$ cat config.mk
export PLATFORM = sky130hd
export DESIGN_NAME = constant_register_cam_top
export DESIGN_NICKNAME = d
export VERILOG_FILES = /design/src/sv/crcam_pkg.sv /design/src/sv/constant_register_cam_top.sv /design/src/sv/crcam_front.sv /design/src/sv/crcam_queue.sv /design/src/sv/crcam_back.sv
export SDC_FILE = /design/constraint.sdc
export NUM_CORES = 2
export LEC_CHECK = 0
export CAP_MARGIN = 10
export CELL_PAD_IN_SITES_DETAIL_PLACEMENT = 1
export CELL_PAD_IN_SITES_GLOBAL_PLACEMENT = 2
export CORE_UTILIZATION = 46
export DETAILED_ROUTE_END_ITERATION = 6
export DONT_BUFFER_PORTS = 1
export PLACE_DENSITY = 0.83
export SYNTH_ARGS = -nofsm -noshare
export SYNTH_HDL_FRONTEND = slang
export SYNTH_SLANG_ARGS = --single-unit
$ cat constraint.sdc
create_clock -name clk -period 9.9 [get_ports clk]
set_clock_uncertainty 0.15 [all_clocks]
set_input_delay 2.97 -clock clk [delete_from_list [all_inputs] [get_ports clk]]
set_output_delay 2.97 -clock clk [all_outputs]
set_load 0.005 [all_outputs]
$ cat src/sv/crcam_pkg.sv
// ----------------------------------------------------------------------------
// crcam_pkg
// Shared types, constants and helper functions for the constant register CAM.
// ----------------------------------------------------------------------------
package crcam_pkg;

  // Table geometry.
  localparam int ENTRIES = 16;
  localparam int IDX_W   = $clog2(ENTRIES);
  localparam int CNT_W   = $clog2(ENTRIES + 1);

  // Field widths.
  localparam int FUNC_W  = 2;
  localparam int VAL_W   = 64;
  localparam int REG_W   = 8;
  localparam int FLOOR_W = 9;

  // Depth of the queue between the front and the back.
  localparam int QDEPTH  = 2;
  localparam int QPTR_W  = $clog2(QDEPTH);

  // Operation codes.
  localparam logic [FUNC_W-1:0] FUNC_LOOKUP = 2'd0;
  localparam logic [FUNC_W-1:0] FUNC_ADD    = 2'd1;
  localparam logic [FUNC_W-1:0] FUNC_INV    = 2'd2;

  // IEEE double masks.
  localparam logic [VAL_W-1:0] ABS_MASK = 64'h7FFF_FFFF_FFFF_FFFF;
  localparam logic [VAL_W-1:0] EXP_MASK = 64'h7FF0_0000_0000_0000;
  localparam logic [VAL_W-1:0] MAN_MASK = 64'h000F_FFFF_FFFF_FFFF;

  // One classified operation, as it waits in the queue.
  typedef struct packed {
    logic [FUNC_W-1:0] func;
    logic [VAL_W-1:0]  key_value;
    logic [REG_W-1:0]  reg_num;
    logic              key_nan;
    logic              key_zero;
  } item_t;

  // A value is a NaN when its exponent is all ones and its mantissa is nonzero.
  function automatic logic is_nan(input logic [VAL_W-1:0] v);
    return ((v & EXP_MASK) == EXP_MASK) && ((v & MAN_MASK) != '0);
  endfunction

  // Plus and minus zero both count as zero.
  function automatic logic is_zero(input logic [VAL_W-1:0] v);
    return (v & ABS_MASK) == '0;
  endfunction

  // Index of the lowest set bit; zero when no bit is set.
  function automatic logic [IDX_W-1:0] first_set(input logic [ENTRIES-1:0] v);
    logic [IDX_W-1:0] idx;
    logic             found;
    idx   = '0;
    found = 1'b0;
    for (int k = 0; k < ENTRIES; k++) begin
      if (v[k] && !found) begin
        idx   = IDX_W'(k);
        found = 1'b1;
      end
    end
    return idx;
  endfunction

endpackage

$ cat src/sv/constant_register_cam_top.sv
// ----------------------------------------------------------------------------
// constant_register_cam_top
// Sixteen-entry associative table from double constants to register numbers.
// ----------------------------------------------------------------------------
// Each input transaction yields exactly one result transaction. A front stage
// classifies the key and writes a two-deep queue; the back executes from the
// queue head against a flip-flop table with a parallel comparator per entry.
// Lookup, add and the unused code sustain one transaction per cycle while the
// result register is free and no invalidate is in progress; the queue and the
// result register lie between an input and its result. An invalidate holds
// the back in a compaction loop that moves one entry per cycle, once for each
// entry that holds the register, through the table's single read port and
// then reports. Results wait in an output register, so new transactions keep
// entering the queue, until it is full, while a result is stalled.
// ----------------------------------------------------------------------------
module constant_register_cam_top import crcam_pkg::*; (
  input  logic               clk,
  input  logic               rst_n,
  input  logic               in_valid,
  output logic               in_stall,
  input  logic [FUNC_W-1:0]  in_func,
  input  logic [VAL_W-1:0]   in_key_value,
  input  logic [REG_W-1:0]   in_reg_num,
  output logic               out_valid,
  input  logic               out_stall,
  output logic               out_hit,
  output logic [REG_W-1:0]   out_found_reg,
  output logic               out_accepted,
  output logic [CNT_W-1:0]   out_entry_count,
  output logic [FLOOR_W-1:0] out_floor
);

  logic  q_full;
  logic  q_push;
  item_t q_push_item;
  logic  q_pop;
  logic  q_head_valid;
  item_t q_head_item;

  // Input side: accept and classify.
  crcam_front u_front (
    .clk          (clk),
    .rst_n        (rst_n),
    .in_valid     (in_valid),
    .in_stall     (in_stall),
    .in_func      (in_func),
    .in_key_value (in_key_value),
    .in_reg_num   (in_reg_num),
    .q_full       (q_full),
    .q_push       (q_push),
    .q_item       (q_push_item)
  );

  // Decoupling queue.
  crcam_queue u_queue (
    .clk        (clk),
    .rst_n      (rst_n),
    .push       (q_push),
    .push_item  (q_push_item),
    .full       (q_full),
    .pop        (q_pop),
    .head_valid (q_head_valid),
    .head_item  (q_head_item)
  );

  // Table and execution.
  crcam_back u_back (
    .clk             (clk),
    .rst_n           (rst_n),
    .q_valid         (q_head_valid),
    .q_item          (q_head_item),
    .q_pop           (q_pop),
    .out_valid       (out_valid),
    .out_stall       (out_stall),
    .out_hit         (out_hit),
    .out_found_reg   (out_found_reg),
    .out_accepted    (out_accepted),
    .out_entry_count (out_entry_count),
    .out_floor       (out_floor)
  );

endmodule

$ cat src/sv/crcam_front.sv
// ----------------------------------------------------------------------------
// crcam_front
// Accepts input transactions, classifies the key and pushes them to the queue.
// ----------------------------------------------------------------------------
module crcam_front import crcam_pkg::*; (
  input  logic                clk,
  input  logic                rst_n,
  input  logic                in_valid,
  output logic                in_stall,
  input  logic [FUNC_W-1:0]   in_func,
  input  logic [VAL_W-1:0]    in_key_value,
  input  logic [REG_W-1:0]    in_reg_num,
  input  logic                q_full,
  output logic                q_push,
  output item_t               q_item
);

  // The queue pushes back on the input side when it is full.
  assign in_stall = q_full;
  assign q_push   = in_valid && !q_full;

  // Classify the key once here so the back only compares.
  always_comb begin
    q_item.func      = in_func;
    q_item.key_value = in_key_value;
    q_item.reg_num   = in_reg_num;
    q_item.key_nan   = is_nan(in_key_value);
    q_item.key_zero  = is_zero(in_key_value);
  end

endmodule

$ cat src/sv/crcam_queue.sv
// ----------------------------------------------------------------------------
// crcam_queue
// Short FIFO that decouples the front from the back.
// ----------------------------------------------------------------------------
module crcam_queue import crcam_pkg::*; (
  input  logic  clk,
  input  logic  rst_n,
  input  logic  push,
  input  item_t push_item,
  output logic  full,
  input  logic  pop,
  output logic  head_valid,
  output item_t head_item
);

  item_t             mem_r [QDEPTH];
  logic [QPTR_W-1:0] wr_ptr_r, wr_ptr_nxt;
  logic [QPTR_W-1:0] rd_ptr_r, rd_ptr_nxt;
  logic [QPTR_W:0]   count_r, count_nxt;
  logic              do_pop;

  assign full       = count_r == (QPTR_W + 1)'(QDEPTH);
  assign head_valid = count_r != '0;
  assign head_item  = mem_r[rd_ptr_r];
  assign do_pop     = pop && head_valid;

  // Pointer and occupancy updates.
  always_comb begin
    wr_ptr_nxt = wr_ptr_r;
    rd_ptr_nxt = rd_ptr_r;
    count_nxt  = count_r;
    if (push) begin
      wr_ptr_nxt = (wr_ptr_r == QPTR_W'(QDEPTH - 1)) ? '0 : wr_ptr_r + 1'b1;
    end
    if (do_pop) begin
      rd_ptr_nxt = (rd_ptr_r == QPTR_W'(QDEPTH - 1)) ? '0 : rd_ptr_r + 1'b1;
    end
    if (push && !do_pop) begin
      count_nxt = count_r + 1'b1;
    end else if (!push && do_pop) begin
      count_nxt = count_r - 1'b1;
    end
  end

  always_ff @(posedge clk) begin
    if (!rst_n) begin
      wr_ptr_r <= '0;
      rd_ptr_r <= '0;
      count_r  <= '0;
    end else begin
      wr_ptr_r <= wr_ptr_nxt;
      rd_ptr_r <= rd_ptr_nxt;
      count_r  <= count_nxt;
    end
  end

  // Storage is written only on push.
  always_ff @(posedge clk) begin
    if (push) begin
      mem_r[wr_ptr_r] <= push_item;
    end
  end

endmodule

$ cat src/sv/crcam_back.sv
// ----------------------------------------------------------------------------
// crcam_back
// Holds the table, executes lookup, add and invalidate, and registers results.
// ----------------------------------------------------------------------------
module crcam_back import crcam_pkg::*; (
  input  logic               clk,
  input  logic               rst_n,
  input  logic               q_valid,
  input  item_t              q_item,
  output logic               q_pop,
  output logic               out_valid,
  input  logic               out_stall,
  output logic               out_hit,
  output logic [REG_W-1:0]   out_found_reg,
  output logic               out_accepted,
  output logic [CNT_W-1:0]   out_entry_count,
  output logic [FLOOR_W-1:0] out_floor
);

  localparam logic ST_IDLE = 1'b0;
  localparam logic ST_INV  = 1'b1;

  // Table storage and status.
  logic [VAL_W-1:0]   vals_r [ENTRIES];
  logic [REG_W-1:0]   regs_r [ENTRIES];
  logic [CNT_W-1:0]   cnt_r, cnt_nxt;
  logic [FLOOR_W-1:0] floor_r, floor_nxt;
  logic               state_r, state_nxt;
  logic [REG_W-1:0]   inv_reg_r, inv_reg_nxt;

  // Result register.
  logic               out_valid_r, out_valid_nxt;
  logic               out_hit_r, out_hit_nxt;
  logic [REG_W-1:0]   out_found_r, out_found_nxt;
  logic               out_acc_r, out_acc_nxt;
  logic [CNT_W-1:0]   out_cnt_r, out_cnt_nxt;
  logic [FLOOR_W-1:0] out_floor_r, out_floor_nxt;

  logic [ENTRIES-1:0] look_match;
  logic [ENTRIES-1:0] inv_match;
  logic [IDX_W-1:0]   rd_idx;
  logic [VAL_W-1:0]   rd_val;
  logic [REG_W-1:0]   rd_reg;
  logic [CNT_W-1:0]   last_cnt;
  logic               out_free;
  logic               wr_en;
  logic [IDX_W-1:0]   wr_idx;
  logic [VAL_W-1:0]   wr_val;
  logic [REG_W-1:0]   wr_reg;

  assign out_free = !out_valid_r || !out_stall;
  assign last_cnt = cnt_r - 1'b1;

  // Parallel compare of every entry against the head key and the invalidate register.
  always_comb begin
    for (int k = 0; k < ENTRIES; k++) begin
      look_match[k] = (CNT_W'(k) < cnt_r) && !q_item.key_nan && !is_nan(vals_r[k]) &&
                      ((q_item.key_zero && is_zero(vals_r[k])) ||
                       (vals_r[k] == q_item.key_value));
      inv_match[k]  = (CNT_W'(k) < cnt_r) && (regs_r[k] == inv_reg_r);
    end
  end

  // Single read port: the first lookup hit, or the last entry while compacting.
  assign rd_idx = (state_r == ST_INV) ? last_cnt[IDX_W-1:0] : first_set(look_match);
  assign rd_val = vals_r[rd_idx];
  assign rd_reg = regs_r[rd_idx];

  // Sequencer and result selection.
  always_comb begin
    state_nxt     = state_r;
    inv_reg_nxt   = inv_reg_r;
    cnt_nxt       = cnt_r;
    floor_nxt     = floor_r;
    q_pop         = 1'b0;
    wr_en         = 1'b0;
    wr_idx        = cnt_r[IDX_W-1:0];
    wr_val        = q_item.key_value;
    wr_reg        = q_item.reg_num;
    out_valid_nxt = out_valid_r && out_stall;
    out_hit_nxt   = out_hit_r;
    out_found_nxt = out_found_r;
    out_acc_nxt   = out_acc_r;
    out_cnt_nxt   = out_cnt_r;
    out_floor_nxt = out_floor_r;

    case (state_r)
      ST_IDLE: begin
        if (q_valid && q_item.func == FUNC_INV) begin
          // Start compaction; the result follows once no entry matches.
          q_pop       = 1'b1;
          inv_reg_nxt = q_item.reg_num;
          state_nxt   = ST_INV;
        end else if (q_valid && out_free) begin
          q_pop         = 1'b1;
          out_valid_nxt = 1'b1;
          out_hit_nxt   = 1'b0;
          out_found_nxt = '0;
          out_acc_nxt   = 1'b0;
          out_cnt_nxt   = cnt_r;
          out_floor_nxt = floor_r;
          case (q_item.func)
            FUNC_LOOKUP: begin
              out_hit_nxt   = |look_match;
              out_found_nxt = (|look_match) ? rd_reg : '0;
            end
            FUNC_ADD: begin
              if (cnt_r < CNT_W'(ENTRIES)) begin
                wr_en       = 1'b1;
                cnt_nxt     = cnt_r + 1'b1;
                out_acc_nxt = 1'b1;
                out_cnt_nxt = cnt_r + 1'b1;
                if (floor_r <= {1'b0, q_item.reg_num}) begin
                  floor_nxt     = {1'b0, q_item.reg_num} + 1'b1;
                  out_floor_nxt = {1'b0, q_item.reg_num} + 1'b1;
                end
              end
            end
            default: begin
            end
          endcase
        end
      end
      ST_INV: begin
        if (|inv_match) begin
          // Move the last entry into the first matching slot and check it again.
          wr_en   = 1'b1;
          wr_idx  = first_set(inv_match);
          wr_val  = rd_val;
          wr_reg  = rd_reg;
          cnt_nxt = last_cnt;
        end else if (out_free) begin
          out_valid_nxt = 1'b1;
          out_hit_nxt   = 1'b0;
          out_found_nxt = '0;
          out_acc_nxt   = 1'b0;
          out_cnt_nxt   = cnt_r;
          out_floor_nxt = floor_r;
          state_nxt     = ST_IDLE;
        end
      end
      default: begin
        state_nxt = ST_IDLE;
      end
    endcase
  end

  // Control registers.
  always_ff @(posedge clk) begin
    if (!rst_n) begin
      state_r     <= ST_IDLE;
      cnt_r       <= '0;
      floor_r     <= '0;
      out_valid_r <= 1'b0;
    end else begin
      state_r     <= state_nxt;
      cnt_r       <= cnt_nxt;
      floor_r     <= floor_nxt;
      out_valid_r <= out_valid_nxt;
    end
  end

  // Payload registers.
  always_ff @(posedge clk) begin
    inv_reg_r   <= inv_reg_nxt;
    out_hit_r   <= out_hit_nxt;
    out_found_r <= out_found_nxt;
    out_acc_r   <= out_acc_nxt;
    out_cnt_r   <= out_cnt_nxt;
    out_floor_r <= out_floor_nxt;
  end

  // Table write port.
  always_ff @(posedge clk) begin
    if (wr_en) begin
      vals_r[wr_idx] <= wr_val;
      regs_r[wr_idx] <= wr_reg;
    end
  end

  assign out_valid       = out_valid_r;
  assign out_hit         = out_hit_r;
  assign out_found_reg   = out_found_r;
  assign out_accepted    = out_acc_r;
  assign out_entry_count = out_cnt_r;
  assign out_floor       = out_floor_r;

endmodule
==> impl_metrics.tcl <==
set metrics [dict create \
    largest_reg_flops 1024 \
    synth_area_um2 73400 \
    largestRegisters "u_back.vals_r: 1024 flops, u_queue.mem_r: 152 flops, u_back.regs_r: 128 flops" \
    p_total_mw 22.1 \
    placementRows 146 \
    cp_slowest_stage_delay_ns 1.22 \
    grt_use_total_pct 50.5 \
    clkSinkCount 1357 \
    clkTransAtPathRegs_ns 0.06 \
    synth_edf_count 1336 \
    hold_viol_final 0 \
    drt_wl_total_um 414000 \
    fin_setup_tns_ns 0 \
    ff_latch_area_um2 40500 \
    synth_flop_cell "edfxtp_1" \
    ctsResizeCount 0 \
    yosysWarnings 0 \
    multi_input_area_um2 31400 \
    drt_first_pass_iters 6 \
    cts_max_level 4 \
    yosys.cell_types.count 87 \
    relSlewSlack_pct 2.44 \
    whs_ns 0.408 \
    drcViolationCount 0 \
    drt_iter0_drc 9173 \
    tightest_slew_ns 1.45 \
    core-area_um2 158000 \
    clkLatencyLatePin_ns 0.88 \
    post_cts_buffers 0 \
    crit_family "compound AO/OA/AOI/OAI gates" \
    start_util_pct 46.4 \
    arrival_ns 10.07 \
    grt_pass1_vias 59800 \
    fin_nets 6056 \
    path_cells "buf_12 > mux2i_4 > buf_4 > xnor2_1 > nor4_1 > nand4_1 > nor3_1 > a21boi_1 > a2111oi_0 > o21ai_4 > a21oi_4 > buf_4 > a22o_1 > o21ai_0 > buf_4 > a32oi_1 > buf_4" \
    power_density_nw_per_um2 266 \
    setup_viol 0 \
    hpwl_um 326000 \
    worstPathRequired_ns 10.45 \
    slew_viol_final 0 \
    die_h_um 402 \
    cpMostUsedCell "buf_4" \
    cts_root_buf "clkbuf_16" \
    io_pins 104 \
    syn_avg_cell_area_um2 12.8 \
    cp-start-kind "register" \
    wl_per_cell_um 50.6 \
    worst-path-max-fanout 31 \
    gp_congestion 1.13 \
    postRouteAntennaNets 0 \
    rsz0062_at_grt "no" \
    die_w_um 402 \
    peakVddDrop_mv 0.397 \
    yosysSeqAreaShare_pct 55.2 \
    synthCells 5742 \
    grt_pass1_wl_um 542000 \
    num_vias 61100 \
    synth_nets 5833 \
    portBuffers 0 \
    max_freq_mhz 105 \
    drv_cap 0 \
    clk_path_buf_depth 3 \
    fin_crit_sh_pct 96.1 \
    cp_slowest_cell "nor4_1" \
    die_area_um2 161000 \
    p_leak_nw 24.3 \
    grt-ovfl-total 0 \
    layout-drive-gt1-share_pct 16.6 \
    cts-buffers-inserted 155 \
    fin_util_pct 52.3 \
    cts_hold_buf 0 \
    vias_per_cell 7.48 \
    n_fill_cell 15700 \
    largest-register "u_back.vals_r" \
    cts_tree "yes" \
    min_period_ns 9.51 \
    hp-class "register to register" \
    crit_type "register to register" \
    crit_path_end_kind "register" \
    area_growth_pct 12.9 \
    grt_max_degree 146 \
    ys_seq_elements 1357 \
    async_reset_ff_share_pct 0 \
    antenna_found_initial 11 \
    crit_buf_inv 5 \
    outcome "finished clean" \
]
-- cell usage in the layout (no fill, tap or decap), types with 64 or more instances in the layout --
| master | netlist | final |
|---|---|---|
| nor4_1 | 676 | 672 |
| a21o_1 | 68 | 67 |
| clkbuf_16 | 0 | 161 |
| edfxtp_1 | 1336 | 1336 |
| mux2i_4 | 63 | 64 |
| buf_4 | 44 | 358 |
| mux2_2 | 152 | 152 |
| nand3_1 | 235 | 235 |
| nand4_1 | 194 | 194 |
| xnor2_1 | 1057 | 1049 |
| xor2_1 | 109 | 109 |
| nand2_1 | 73 | 72 |
| a32oi_1 | 65 | 65 |
| mux2i_1 | 162 | 161 |
| nor2_1 | 163 | 145 |
| o31ai_1 | 64 | 64 |
| or4_1 | 83 | 83 |
| a22o_1 | 67 | 67 |
| a21oi_1 | 113 | 112 |
| o21ai_0 | 247 | 247 |
-- stage by stage --
stage | instance area (um2) | setup slack (ns) | cells
finish | 82900 | 0.385 | 8174
global placement | 77700 | 1.12 | 7867
detailed placement | 77800 | 1.20 | 7870
global route | 82900 | 0.600 | 8161
CTS | 82700 | 1.18 | 8148
floorplan | 73400 | 2.57 | 5742
-- cells in the mapped netlist, types with 109 or more instances --
cell | number | area [um2]
xor2_1 | 109 | 955
clkbuf_1 | 179 | 672
mux2_2 | 152 | 1710
nor4_1 | 676 | 4230
edfxtp_1 | 1336 | 40100
a21oi_1 | 113 | 566
mux2i_1 | 162 | 1620
nand3_1 | 235 | 1180
o21ai_0 | 247 | 1240
nand4_1 | 194 | 1210
nor2_1 | 163 | 612
xnor2_1 | 1057 | 9260
-- worst min-delay path, stage by stage (launching register included) --
cell and delay, ns:
dfxtp_1 0.32, mux2i_1 0.13, nor2b_1 0.06
-- logic make-up (layout without fill, tap and decap cells) --
| group | count (synthesis) | in the layout | share of synthesized area, % |
|---|---|---|---|
| xor+xnor | 1166 | 1166 | 13.9 |
| buf+inv | 356 | 700 | 2.49 |
| other cells | 0 | 16 | 0 |
| flops | 1357 | 1357 | 55.2 |
| compound gates | 884 | 884 | 9.22 |
| fa+ha+maj | 13 | 13 | 0.222 |
| mux | 378 | 378 | 6.49 |
| simple gates | 1588 | 1588 | 12.5 |
-- final cells by class --
type	instances	share of cell area, %
timing repair buffer	391	3.97
multi-input combinational	4029	37.9
sequential	1357	48.9
tap	2072	3.13
antenna	16	0.0483
inverter	31	0.155
clock buffer	201	5.06
clock inverter	77	0.847
-- report_power, final --
group	internal, mW	leakage, nW	switching [mW]
Sequential	7.08	12.3	0.242
Clock	3.27	2.39	2.54
Combinational	2.39	9.67	6.56
-- per-layer routing --
metal  global-route usage [%]  vias up  share of wire [%]
met5                    0.892        -              0.047
met4                     47.0        4                 11
met2                     72.5     5374                 42
li1                         -    23200                  -
met3                     17.9     1361                 13
met1                     58.7    31200                 34
-- worst paths after layout --
check / end / startpoint / slack [ns] / cells after the start
setup / recovery: u_back.vals_r[6][36]$_DFFE_PP_ / register / 0.39 / 17
hold / removal: u_back.floor_r[6]$_SDFFE_PN0P_ / u_back.floor_r[6]$_SDFFE_PN0P_ / 0.41 / 2
setup reg to reg: u_back.vals_r[6][36]$_DFFE_PP_ / register / 0.39 / 17
hold reg to reg: u_back.floor_r[6]$_SDFFE_PN0P_ / u_back.floor_r[6]$_SDFFE_PN0P_ / 0.41 / 2
Note: power is estimated with default switching activity, not from simulation.
